## config.mk

```make
export PLATFORM = sky130hd
export DESIGN_NAME = pedal_to_torque_level_map_core
export DESIGN_NICKNAME = d
export VERILOG_FILES = /design/src/rtl/core/ptlm_pkg.sv /design/src/rtl/core/pedal_to_torque_level_map_core.sv /design/src/rtl/core/ptlm_front.sv /design/src/rtl/core/ptlm_queue.sv /design/src/rtl/core/ptlm_back.sv
export SDC_FILE = /design/constraint.sdc
export NUM_CORES = 2
export LEC_CHECK = 0
export BUFFER_PORTS_ARGS = -buffer_cell sky130_fd_sc_hd__buf_2
export CAP_MARGIN = 20
export CORE_UTILIZATION = 45
export DETAILED_ROUTE_END_ITERATION = 12
export PLACE_DENSITY_LB_ADDON = 0.05
export SLEW_MARGIN = 20
export SYNTH_ARGS = -nofsm -noshare
export SYNTH_HDL_FRONTEND = slang
export SYNTH_SLANG_ARGS = --single-unit
```

## constraint.sdc

```tcl
create_clock -name i_clk -period 43.8 [get_ports i_clk]
set_clock_uncertainty 0.2 [all_clocks]
set_input_delay 2.19 -clock i_clk [delete_from_list [all_inputs] [get_ports i_clk]]
set_output_delay 2.19 -clock i_clk [all_outputs]
set_load 0.02 [all_outputs]
```

## src/rtl/core/ptlm_pkg.sv

```systemverilog
// package: shared types, constants and the divider step for the pedal level map
`default_nettype none

package ptlm_pkg;

    // field and work widths
    localparam int POS_W     = 10;
    localparam int PCT_W     = 7;
    localparam int LVL_W     = 11;
    localparam int WORK_W    = 13;
    localparam int NUM_W     = 19;
    localparam int DEN_W     = 10;
    localparam int DIV_STEPS = NUM_W;
    localparam int DIFF_W    = PCT_W + 1;
    localparam int PROD_W    = 17;
    localparam int MAG_W     = 14;
    localparam int TDIV_W    = 11;
    localparam int MUL_W     = 30;
    localparam int CFG_IDX_W = 3;
    localparam int CFG_DAT_W = POS_W;
    localparam int QUEUE_DEPTH = 4;
    localparam int QPTR_W    = 2;
    localparam int QCNT_W    = 3;
    localparam int IN_TDATA_W  = 16;
    localparam int OUT_TDATA_W = 16;

    // mapping constants
    localparam int LVL_NEAR_FULL = 979;
    localparam int LVL_FULL      = 1000;
    localparam int LVL_HALF      = 500;
    localparam int PCT_FULL      = 100;
    localparam int PCT_SCALE     = 10;
    localparam int POS_FULL      = 1000;
    localparam int UP_SAT_Q      = LVL_NEAR_FULL - LVL_HALF;

    // x / 10 as (x * RECIP_10) >> RECIP_SHIFT, exact for x below 43000
    localparam int RECIP_10    = 52429;
    localparam int RECIP_SHIFT = 19;

    // register indexes
    typedef enum logic [CFG_IDX_W-1:0] {
        CFG_REGEN_MAX_POS  = 3'd0,
        CFG_REGEN_MIN_POS  = 3'd1,
        CFG_FWD_START_POS  = 3'd2,
        CFG_HALF_POWER_POS = 3'd3,
        CFG_CREEP_PCT      = 3'd4,
        CFG_MIN_REGEN_PCT  = 3'd5,
        CFG_MAX_REGEN_PCT  = 3'd6
    } t_cfg_idx;

    // which rule produces the level
    typedef enum logic [2:0] {
        KIND_ZERO,
        KIND_CREEP,
        KIND_REGEN,
        KIND_FWD_LO,
        KIND_FWD_UP
    } t_kind;

    typedef struct packed {
        logic                 we;
        logic [CFG_IDX_W-1:0] addr;
        logic [CFG_DAT_W-1:0] data;
    } t_cfg_wr;

    // classified item passed from front to back
    typedef struct packed {
        t_kind             kind;
        logic [NUM_W-1:0]  num;
        logic [DEN_W-1:0]  den;
        logic [PCT_W-1:0]  pct;
        logic [DIFF_W-1:0] diff;
    } t_job;

    // one divider stage
    typedef struct packed {
        t_kind             kind;
        logic [DEN_W-1:0]  rem;
        logic [NUM_W-1:0]  nq;
        logic [DEN_W-1:0]  den;
        logic [PCT_W-1:0]  pct;
        logic [DIFF_W-1:0] diff;
    } t_div;

    typedef struct packed {
        t_kind             kind;
        logic [WORK_W-1:0] lvl;
        logic [PROD_W-1:0] prod;
        logic [PCT_W-1:0]  pct;
    } t_post1;

    typedef struct packed {
        t_kind             kind;
        logic [WORK_W-1:0] lvl;
        logic              neg;
        logic [TDIV_W-1:0] tdiv;
        logic [PCT_W-1:0]  pct;
    } t_post2;

    // one restoring division bit: numerator bits shift out, quotient bits shift in
    function automatic t_div div_step(input t_div s);
        t_div             d;
        logic [DEN_W:0]   r;
        logic             ge;
        d    = s;
        r    = {s.rem, s.nq[NUM_W-1]};
        ge   = (r >= {1'b0, s.den});
        d.nq = {s.nq[NUM_W-2:0], ge};
        if (ge) begin
            d.rem = DEN_W'(r - {1'b0, s.den});
        end else begin
            d.rem = r[DEN_W-1:0];
        end
        return d;
    endfunction

endpackage

`default_nettype wire

```

## src/rtl/core/pedal_to_torque_level_map_core.sv

```systemverilog
// top level: pedal position to signed drive level map on stream channels
// throughput: one sample per cycle while the output is not stalled, through the 19-stage radix-2 divider pipeline
// a short queue lets the front keep taking samples while the output is stalled
// reset (synchronous, active low) empties queue and pipeline and loads the
// register defaults, half power position at 500 and all others at zero
`default_nettype none

module pedal_to_torque_level_map_core (
    input  wire logic        i_clk,
    input  wire logic        i_rst_n,
    // configuration write port, index as in the register list
    input  wire logic        i_cfg_wr_en,
    input  wire logic [2:0]  i_cfg_addr,
    input  wire logic [9:0]  i_cfg_wdata,
    // input stream
    input  wire logic        s_axis_tvalid,
    output logic             s_axis_tready,
    input  wire logic [ptlm_pkg::IN_TDATA_W-1:0] s_axis_tdata,  // [9:0] pedal_position, [15:10] zero
    input  wire logic        s_axis_tuser,   // [0] signal_valid
    // output stream
    output logic             m_axis_tvalid,
    input  wire logic        m_axis_tready,
    output logic [ptlm_pkg::OUT_TDATA_W-1:0] m_axis_tdata  // [10:0] drive_level, [15:11] zero
);
    import ptlm_pkg::*;

    t_cfg_wr cfg;
    t_job    front_job;
    t_job    queue_job;
    logic    q_full, q_empty, q_pop, push;
    logic    out_vld;
    logic [LVL_W-1:0] out_level;

    // config write bundle
    always_comb begin
        cfg.we   = i_cfg_wr_en;
        cfg.addr = i_cfg_addr;
        cfg.data = i_cfg_wdata;
    end

    // a transfer is taken whenever the queue has room
    always_comb begin
        s_axis_tready = !q_full;
        push          = s_axis_tvalid && !q_full;
    end

    // front classifies the sample into creep, regen, forward or zero
    ptlm_front u_front (
        .i_clk       (i_clk),
        .i_rst_n     (i_rst_n),
        .i_cfg       (cfg),
        .i_pedal     (s_axis_tdata[POS_W-1:0]),
        .i_sig_valid (s_axis_tuser),
        .o_job       (front_job)
    );

    // decoupling queue between front and back
    ptlm_queue u_queue (
        .i_clk   (i_clk),
        .i_rst_n (i_rst_n),
        .i_push  (push),
        .i_data  (front_job),
        .o_full  (q_full),
        .i_pop   (q_pop),
        .o_data  (queue_job),
        .o_empty (q_empty)
    );

    // back divides, scales regen, clamps and holds the result for the output transfer
    ptlm_back u_back (
        .i_clk     (i_clk),
        .i_rst_n   (i_rst_n),
        .i_job     (queue_job),
        .i_job_vld (!q_empty),
        .o_pop     (q_pop),
        .o_vld     (out_vld),
        .i_ready   (m_axis_tready),
        .o_level   (out_level)
    );

    always_comb begin
        m_axis_tvalid = out_vld;
        m_axis_tdata  = {(OUT_TDATA_W - LVL_W)'(0), out_level};
    end

endmodule

`default_nettype wire

```

## src/rtl/core/ptlm_front.sv

```systemverilog
// front: configuration registers and rule classification of each pedal sample
`default_nettype none

module ptlm_front (
    input  wire logic                     i_clk,
    input  wire logic                     i_rst_n,
    input  wire ptlm_pkg::t_cfg_wr        i_cfg,
    input  wire logic [ptlm_pkg::POS_W-1:0] i_pedal,
    input  wire logic                     i_sig_valid,
    output ptlm_pkg::t_job                o_job
);
    import ptlm_pkg::*;

    logic [POS_W-1:0] r_rg_max_pos;
    logic [POS_W-1:0] r_rg_min_pos;
    logic [POS_W-1:0] r_fwd_start;
    logic [POS_W-1:0] r_half_pos;
    logic [PCT_W-1:0] r_creep_pct;
    logic [PCT_W-1:0] r_min_rg_pct;
    logic [PCT_W-1:0] r_max_rg_pct;

    always_ff @(posedge i_clk) begin
        if (!i_rst_n) begin
            r_rg_max_pos <= '0;
            r_rg_min_pos <= '0;
            r_fwd_start  <= '0;
            r_half_pos   <= POS_W'(LVL_HALF);
            r_creep_pct  <= '0;
            r_min_rg_pct <= '0;
            r_max_rg_pct <= '0;
        end else if (i_cfg.we) begin
            case (t_cfg_idx'(i_cfg.addr))
                CFG_REGEN_MAX_POS:  r_rg_max_pos <= i_cfg.data;
                CFG_REGEN_MIN_POS:  r_rg_min_pos <= i_cfg.data;
                CFG_FWD_START_POS:  r_fwd_start  <= i_cfg.data;
                CFG_HALF_POWER_POS: r_half_pos   <= i_cfg.data;
                CFG_CREEP_PCT:      r_creep_pct  <= i_cfg.data[PCT_W-1:0];
                CFG_MIN_REGEN_PCT:  r_min_rg_pct <= i_cfg.data[PCT_W-1:0];
                CFG_MAX_REGEN_PCT:  r_max_rg_pct <= i_cfg.data[PCT_W-1:0];
                default: begin
                end
            endcase
        end
    end

    logic fwd, le_half, lo_nz, up_ok, in_regen, rg_nz, creep_hit;

    always_comb begin
        fwd       = (i_pedal >= r_fwd_start);
        le_half   = (i_pedal <= r_half_pos);
        lo_nz     = (r_half_pos != r_fwd_start);
        up_ok     = (r_half_pos < POS_W'(POS_FULL));
        in_regen  = (i_pedal <= r_rg_min_pos) && (i_pedal >= r_rg_max_pos);
        rg_nz     = (r_rg_min_pos != r_rg_max_pos);
        creep_hit = (i_pedal == '0) && (r_creep_pct != '0);

        o_job.kind = KIND_ZERO;
        o_job.num  = '0;
        o_job.den  = DEN_W'(1);
        o_job.pct  = r_min_rg_pct;
        o_job.diff = {1'b0, r_max_rg_pct} - {1'b0, r_min_rg_pct};

        if (!i_sig_valid) begin
            o_job.kind = KIND_ZERO;
        end else if (fwd && !le_half) begin
            if (up_ok) begin
                o_job.kind = KIND_FWD_UP;
                o_job.num  = NUM_W'(i_pedal - r_half_pos) * NUM_W'(LVL_HALF);
                o_job.den  = DEN_W'(POS_FULL) - r_half_pos;
            end
        end else if (fwd && lo_nz) begin
            o_job.kind = KIND_FWD_LO;
            o_job.num  = NUM_W'(i_pedal - r_fwd_start) * NUM_W'(LVL_HALF);
            o_job.den  = r_half_pos - r_fwd_start;
        end else if (creep_hit) begin
            o_job.kind = KIND_CREEP;
            o_job.pct  = r_creep_pct;
        end else if (in_regen && rg_nz) begin
            o_job.kind = KIND_REGEN;
            o_job.num  = NUM_W'(i_pedal - r_rg_max_pos) * NUM_W'(PCT_FULL);
            o_job.den  = r_rg_min_pos - r_rg_max_pos;
        end
    end

endmodule

`default_nettype wire

```

## src/rtl/core/ptlm_queue.sv

```systemverilog
// queue: short register fifo between front and back
`default_nettype none

module ptlm_queue (
    input  wire logic           i_clk,
    input  wire logic           i_rst_n,
    input  wire logic           i_push,
    input  wire ptlm_pkg::t_job i_data,
    output logic                o_full,
    input  wire logic           i_pop,
    output ptlm_pkg::t_job      o_data,
    output logic                o_empty
);
    import ptlm_pkg::*;

    t_job              r_mem [0:QUEUE_DEPTH-1];
    logic [QPTR_W-1:0] r_wr_ptr;
    logic [QPTR_W-1:0] r_rd_ptr;
    logic [QCNT_W-1:0] r_count;
    logic              do_push, do_pop;

    always_comb begin
        o_full  = (r_count == QCNT_W'(QUEUE_DEPTH));
        o_empty = (r_count == '0);
        do_push = i_push && !o_full;
        do_pop  = i_pop && !o_empty;
        o_data  = r_mem[r_rd_ptr];
    end

    always_ff @(posedge i_clk) begin
        if (!i_rst_n) begin
            r_wr_ptr <= '0;
            r_rd_ptr <= '0;
            r_count  <= '0;
        end else begin
            if (do_push) begin
                r_wr_ptr <= r_wr_ptr + QPTR_W'(1);
            end
            if (do_pop) begin
                r_rd_ptr <= r_rd_ptr + QPTR_W'(1);
            end
            if (do_push && !do_pop) begin
                r_count <= r_count + QCNT_W'(1);
            end else if (do_pop && !do_push) begin
                r_count <= r_count - QCNT_W'(1);
            end
        end
    end

    always_ff @(posedge i_clk) begin
        if (do_push) begin
            r_mem[r_wr_ptr] <= i_data;
        end
    end

endmodule

`default_nettype wire

```

## src/rtl/core/ptlm_back.sv

```systemverilog
// back: pipelined divider, regen scaling and level clamp with output register
`default_nettype none

module ptlm_back (
    input  wire logic                     i_clk,
    input  wire logic                     i_rst_n,
    input  wire ptlm_pkg::t_job           i_job,
    input  wire logic                     i_job_vld,
    output logic                          o_pop,
    output logic                          o_vld,
    input  wire logic                     i_ready,
    output logic [ptlm_pkg::LVL_W-1:0]    o_level
);
    import ptlm_pkg::*;

    t_div               r_div [0:DIV_STEPS];
    logic [DIV_STEPS:0] r_vld;
    t_post1             r_p1;
    t_post2             r_p2;
    logic               r_p1_vld, r_p2_vld, r_out_vld;
    logic [LVL_W-1:0]   r_out;

    t_div               n_load;
    t_post1             n_p1;
    t_post2             n_p2;
    logic [LVL_W-1:0]   n_out;
    logic               en;

    // pipeline moves as a whole whenever the output slot is free or being taken
    always_comb begin
        en    = !r_out_vld || i_ready;
        o_pop = en && i_job_vld;
    end

    always_comb begin
        n_load.kind = i_job.kind;
        n_load.rem  = '0;
        n_load.nq   = i_job.num;
        n_load.den  = i_job.den;
        n_load.pct  = i_job.pct;
        n_load.diff = i_job.diff;
    end

    // quotient out of the divider
    logic [NUM_W-1:0]  q;
    logic [DIFF_W:0]   rg_t;

    always_comb begin
        q         = r_div[DIV_STEPS].nq;
        rg_t      = {1'b0, DIFF_W'(PCT_FULL) - q[DIFF_W-1:0]};
        n_p1.kind = r_div[DIV_STEPS].kind;
        n_p1.pct  = r_div[DIV_STEPS].pct;
        n_p1.prod = PROD_W'($signed(r_div[DIV_STEPS].diff)) * PROD_W'($signed(rg_t));
        case (r_div[DIV_STEPS].kind)
            KIND_CREEP: begin
                n_p1.lvl = WORK_W'(r_div[DIV_STEPS].pct) * WORK_W'(PCT_SCALE);
            end
            KIND_FWD_LO: begin
                if (q > NUM_W'(LVL_NEAR_FULL)) begin
                    n_p1.lvl = WORK_W'(LVL_FULL);
                end else begin
                    n_p1.lvl = WORK_W'(q[POS_W-1:0]);
                end
            end
            KIND_FWD_UP: begin
                if (q > NUM_W'(UP_SAT_Q)) begin
                    n_p1.lvl = WORK_W'(LVL_FULL);
                end else begin
                    n_p1.lvl = WORK_W'(LVL_HALF) + WORK_W'(q[POS_W-2:0]);
                end
            end
            default: begin
                n_p1.lvl = '0;
            end
        endcase
    end

    // truncating divide of the regen product by ten, done on the magnitude
    logic [PROD_W-1:0] prod_abs;
    logic [MUL_W-1:0]  mul;

    always_comb begin
        n_p2.kind = r_p1.kind;
        n_p2.lvl  = r_p1.lvl;
        n_p2.pct  = r_p1.pct;
        n_p2.neg  = r_p1.prod[PROD_W-1];
        if (n_p2.neg) begin
            prod_abs = PROD_W'(-r_p1.prod);
        end else begin
            prod_abs = r_p1.prod;
        end
        mul       = MUL_W'(prod_abs[MAG_W-1:0]) * MUL_W'(RECIP_10);
        n_p2.tdiv = mul[RECIP_SHIFT+TDIV_W-1:RECIP_SHIFT];
    end

    logic signed [WORK_W-1:0] rg_base, rg_tsig, lvl;
    localparam logic signed [WORK_W-1:0] S_NEAR = WORK_W'(LVL_NEAR_FULL);
    localparam logic signed [WORK_W-1:0] S_FULL = WORK_W'(LVL_FULL);
    localparam logic signed [WORK_W-1:0] S_NEG_FULL = -WORK_W'(LVL_FULL);

    always_comb begin
        rg_base = -(WORK_W'(r_p2.pct) * WORK_W'(PCT_SCALE));
        if (r_p2.neg) begin
            rg_tsig = -WORK_W'(r_p2.tdiv);
        end else begin
            rg_tsig = WORK_W'(r_p2.tdiv);
        end
        if (r_p2.kind == KIND_REGEN) begin
            lvl = rg_base - rg_tsig;
        end else begin
            lvl = r_p2.lvl;
        end
        if (lvl > S_NEAR) begin
            n_out = LVL_W'(S_FULL);
        end else if (lvl < S_NEG_FULL) begin
            n_out = LVL_W'(S_NEG_FULL);
        end else begin
            n_out = LVL_W'(lvl);
        end
    end

    always_ff @(posedge i_clk) begin
        if (!i_rst_n) begin
            r_vld     <= '0;
            r_p1_vld  <= 1'b0;
            r_p2_vld  <= 1'b0;
            r_out_vld <= 1'b0;
        end else if (en) begin
            r_vld     <= {r_vld[DIV_STEPS-1:0], i_job_vld};
            r_p1_vld  <= r_vld[DIV_STEPS];
            r_p2_vld  <= r_p1_vld;
            r_out_vld <= r_p2_vld;
        end
    end

    always_ff @(posedge i_clk) begin
        if (en) begin
            r_div[0] <= n_load;
            for (int k = 1; k <= DIV_STEPS; k++) begin
                r_div[k] <= div_step(r_div[k-1]);
            end
            r_p1  <= n_p1;
            r_p2  <= n_p2;
            r_out <= n_out;
        end
    end

    always_comb begin
        o_vld   = r_out_vld;
        o_level = r_out;
    end

endmodule

`default_nettype wire

```

==> metrics.csv <==
stage,metric,value,unit
synth,yosys-top-cells-area,"edfxtp_1 (57%), ha_1 (9.7%), fa_1 (5.7%), inv_1 (3.7%), dfxtp_1 (2.7%)",
detailed_routing,dr.max_layer_used,met4,
floorplanning,dieArea,158000,um2
finish,final-seq-area,41900,um2
sta,tightest_slew,1.06,ns
synth,synth-seq-cells,1426,
floorplanning,core,155000,um2
detailed_routing,wirelength,125,mm
finish,drive_above_1_share,9.30,%
detailed_routing,wl_per_cell,16.8,um
setup_path,cp.arrival,8.80,ns
detailed_routing,dr.pass1.iters,9,
setup_path,critPathMaxStageDelay,0.73,ns
setup_path,cp_common_cell,fa_1,
global_routing,grtUsageTotal,16.2,%
global_routing,grt_pass1_wl,204,mm
worst_hold_path,hp-class,register to register,
synth,yosysTopAreaCell,edfxtp_1,
clock_network,clkTransAtPathRegs,0.06,ns
synth,seq_area_frac_synth,59.6,%
clock_network,h-tree-depth,4,
sta,setup_violations,0,
sta,hold_viol_final,0,
clock_network,cts_buffers,154,
detailed_routing,drt-vias-per-instance,5.02,
sta,max_freq,117,MHz
global_routing,antenna_found_initial,4,
synth,yosys_warnings,0,
setup_path,worstSetupStartpointType,primary input,
clock_network,ctsResizeCount,0,
finish,synthToLayoutAreaGrowth,11.3,%
global_routing,first_global_vias,38400,
detailed_routing,met1_length,54.1,mm
synth,synth_top_flop_cell,edfxtp_1,
synth,synth_edf_count,1333,
global_routing,grt_max_degree,112,
detailed_routing,wl_met2,62.6,mm
floorplanning,io_pins,53,
clock_network,clkLatencyLatePin,0.78,ns
detailed_routing,drc,2,
floorplanning,initial_core_util,45.4,%
sta,max_slew_margin,29.4,%
clock_network,post_cts_buffers,0,
global_routing,grt-ovfl-total,0,
clock_network,cts_hold_buffers,0,
setup_path,cp.required,44.02,ns
flow_run,drv_cap,0,
setup_path,worst_setup_path_end_kind,register,
sta,fin_setup_tns,0,ns
sta,min_period_over_period,19.6,%
sta,fin_crit,8.58,ns
clock_network,cts_buffer_depth,3,
finish,multi_input_area,25500,um2
setup_path,crit_type,primary input to register,
clock_network,cts_tree,built,
synth,syn-cell-area,70200,um2
detailed_routing,drtAntennaViolNets,0,
finish,diodes,0,
detailed_routing,wl_met3,3.87,mm
floorplanning,die_y,397,um
sta,maxSlewViolCount,0,
sta,rsz0062_at_grt,no,
setup_path,crit_path_top_delay_cell,a2111oi_0,
finish,nNetsFinal,6020,
clock_network,cts_sinks,1426,
setup_path,cp_max_fo,6,
run_status,violations,DRC,
synth,synthArstFlopShare,0,%
detailed_routing,vias,37200,
clock_network,clock-root-buffer,clkbuf_16,
synth,synth_cells,5077,
finish,num-fill-cells,13300,
floorplanning,fp-row-count,144,
setup_path,critical_path.cell_chain,"buf_2, inv_1, ha_1, inv_1, fa_1, a21o_1, a21oi_1, o21ai_0, xor2_1, inv_1, fa_1, fa_1, fa_1, fa_1, inv_1, ha_1, and3_1, a2111oi_0, o21bai_1, a21oi_1, xor2_1, o221ai_1",
detailed_routing,drtIter0Drc,1794,
synth,yosysUniqueCellTypes,86,
floorplanning,fp.dieW,397,um
synth,synth_top_cell_area_share,57.0,%
run_status,status,"finished, violations left",
synth,avgSynthCellArea,13.8,um2
place,portBuffers,41,
place,place.gp.congestion,0.847,
place,hpwl,89.4,mm
-- area by class of cell --
type / instances / area share, %
sequential: 1426 / 53.6
multi-input combinational: 2896 / 32.6
clock buffer: 187 / 5.12
inverter: 688 / 3.31
tap: 2044 / 3.27
clock inverter: 97 / 1.49
timing repair buffer: 74 / 0.579
-- state kept, by name, indices dropped and copies added (netlist names), 11 cells and up, named ones only --
| name | flops |
|---|---|
| u_back.r_div | 1073 |
| u_back.n_p2 | 22 |
| u_back.o_level | 11 |
| u_back.r_vld | 20 |
| u_back.r_p2 | 33 |
| u_queue.r_mem | 180 |
| u_back.r_p1 | 14 |
-- Yosys cell counts, drive strengths merged (9+ instances only) --
library cell  number
mux4              45
a211oi            13
o21ai            167
nor4              14
o211ai            30
xor2             106
o21a              34
dfxtp             93
nor3              52
a221oi            17
nand3             43
nor2b             96
a31oi             14
and3               9
edfxtp          1333
nand2b            46
o31ai             13
mux2             115
or2               11
or3               10
buf               31
a41oi             14
a21boi            87
a21o              89
inv              688
ha               544
nand4             44
o211a             15
o21bai            16
and2              61
xnor2            169
fa               201
a21oi            169
nor2             181
clkbuf            40
a311o             12
mux2i             53
nand2            319
o22ai             20
-- path summary, 6_finish.rpt --
path	startpoint	endpoint	slack, ns	cells past startpoint
setup / recovery	s_axis_tdata[0]	u_queue.r_mem[2][42]	35.22	22
hold / removal	u_back.r_div[0][63]	u_back.r_div[0][120]	0.20	0
setup reg to reg	u_back.r_p1[7]	u_back.r_p2[16]	36.09	27
hold reg to reg	u_back.r_div[0][63]	u_back.r_div[0][120]	0.20	0
-- logic make-up (layout without fill, tap and decap cells) --
group	after synthesis	count (layout)	share of synthesized area (%)
flops	1426	1426	59.6
simple gates	901	901	6.13
buf+inv	759	1046	4.12
compound gates	757	757	7.21
fa+ha+maj	745	745	15.4
xor+xnor	275	275	3.43
mux	213	213	4.05
other cells	1	5	0.00534
-- cells in the final DEF, fill, tap and decap left out, types with 91 or more instances in the layout --
| master | instances |
|---|---|
| edfxtp_1 | 1333 |
| dfxtp_1 | 91 |
| nor2_1 | 179 |
| o21ai_0 | 159 |
| nor2b_1 | 93 |
| xor2_1 | 106 |
| ha_1 | 544 |
| clkbuf_16 | 155 |
| xnor2_1 | 169 |
| a21oi_1 | 167 |
| inv_1 | 685 |
| fa_1 | 201 |
| nand2_1 | 318 |
| mux2_2 | 115 |
-- through the flow --
step | instances | instance area [um2] | hold slack (ns) | setup WS [ns] | utilization (%)
after floorplan | 5081 | 70300 | 0.200 | 7.98 | -
after global placement | 7127 | 73000 | 0.200 | 34.37 | 47.2
after detailed placement | 7127 | 73000 | 0.205 | 34.36 | 47.2
after CTS | 7411 | 78200 | 0.200 | 35.18 | 50.6
after global routing | 7412 | 78200 | 0.201 | 34.77 | 50.6
final | 7412 | 78200 | 0.203 | 35.22 | 50.6
-- critical path, delay by kind of cell --
kind	cells	cell delay [ns]
adders and majority gates	7	2.99
buffers and inverters	5	0.63
xor gates and xnor gates	2	0.81
and+or+nand+nor	1	0.21
AOI/OAI and AO/OA	7	1.95
-- metal layers --
| layer | track usage, % | vias up |
|---|---|---|
| li1 | - | 18600 |
| met1 | 20.1 | 17900 |
| met2 | 28.6 | 480 |
| met3 | 2.58 | 261 |
| met4 | 5.85 | 0 |
| met5 | 0 | - |
Power is not shown: default switching activity piles up to over one toggle a cycle in this logic, so the estimate is an artifact.
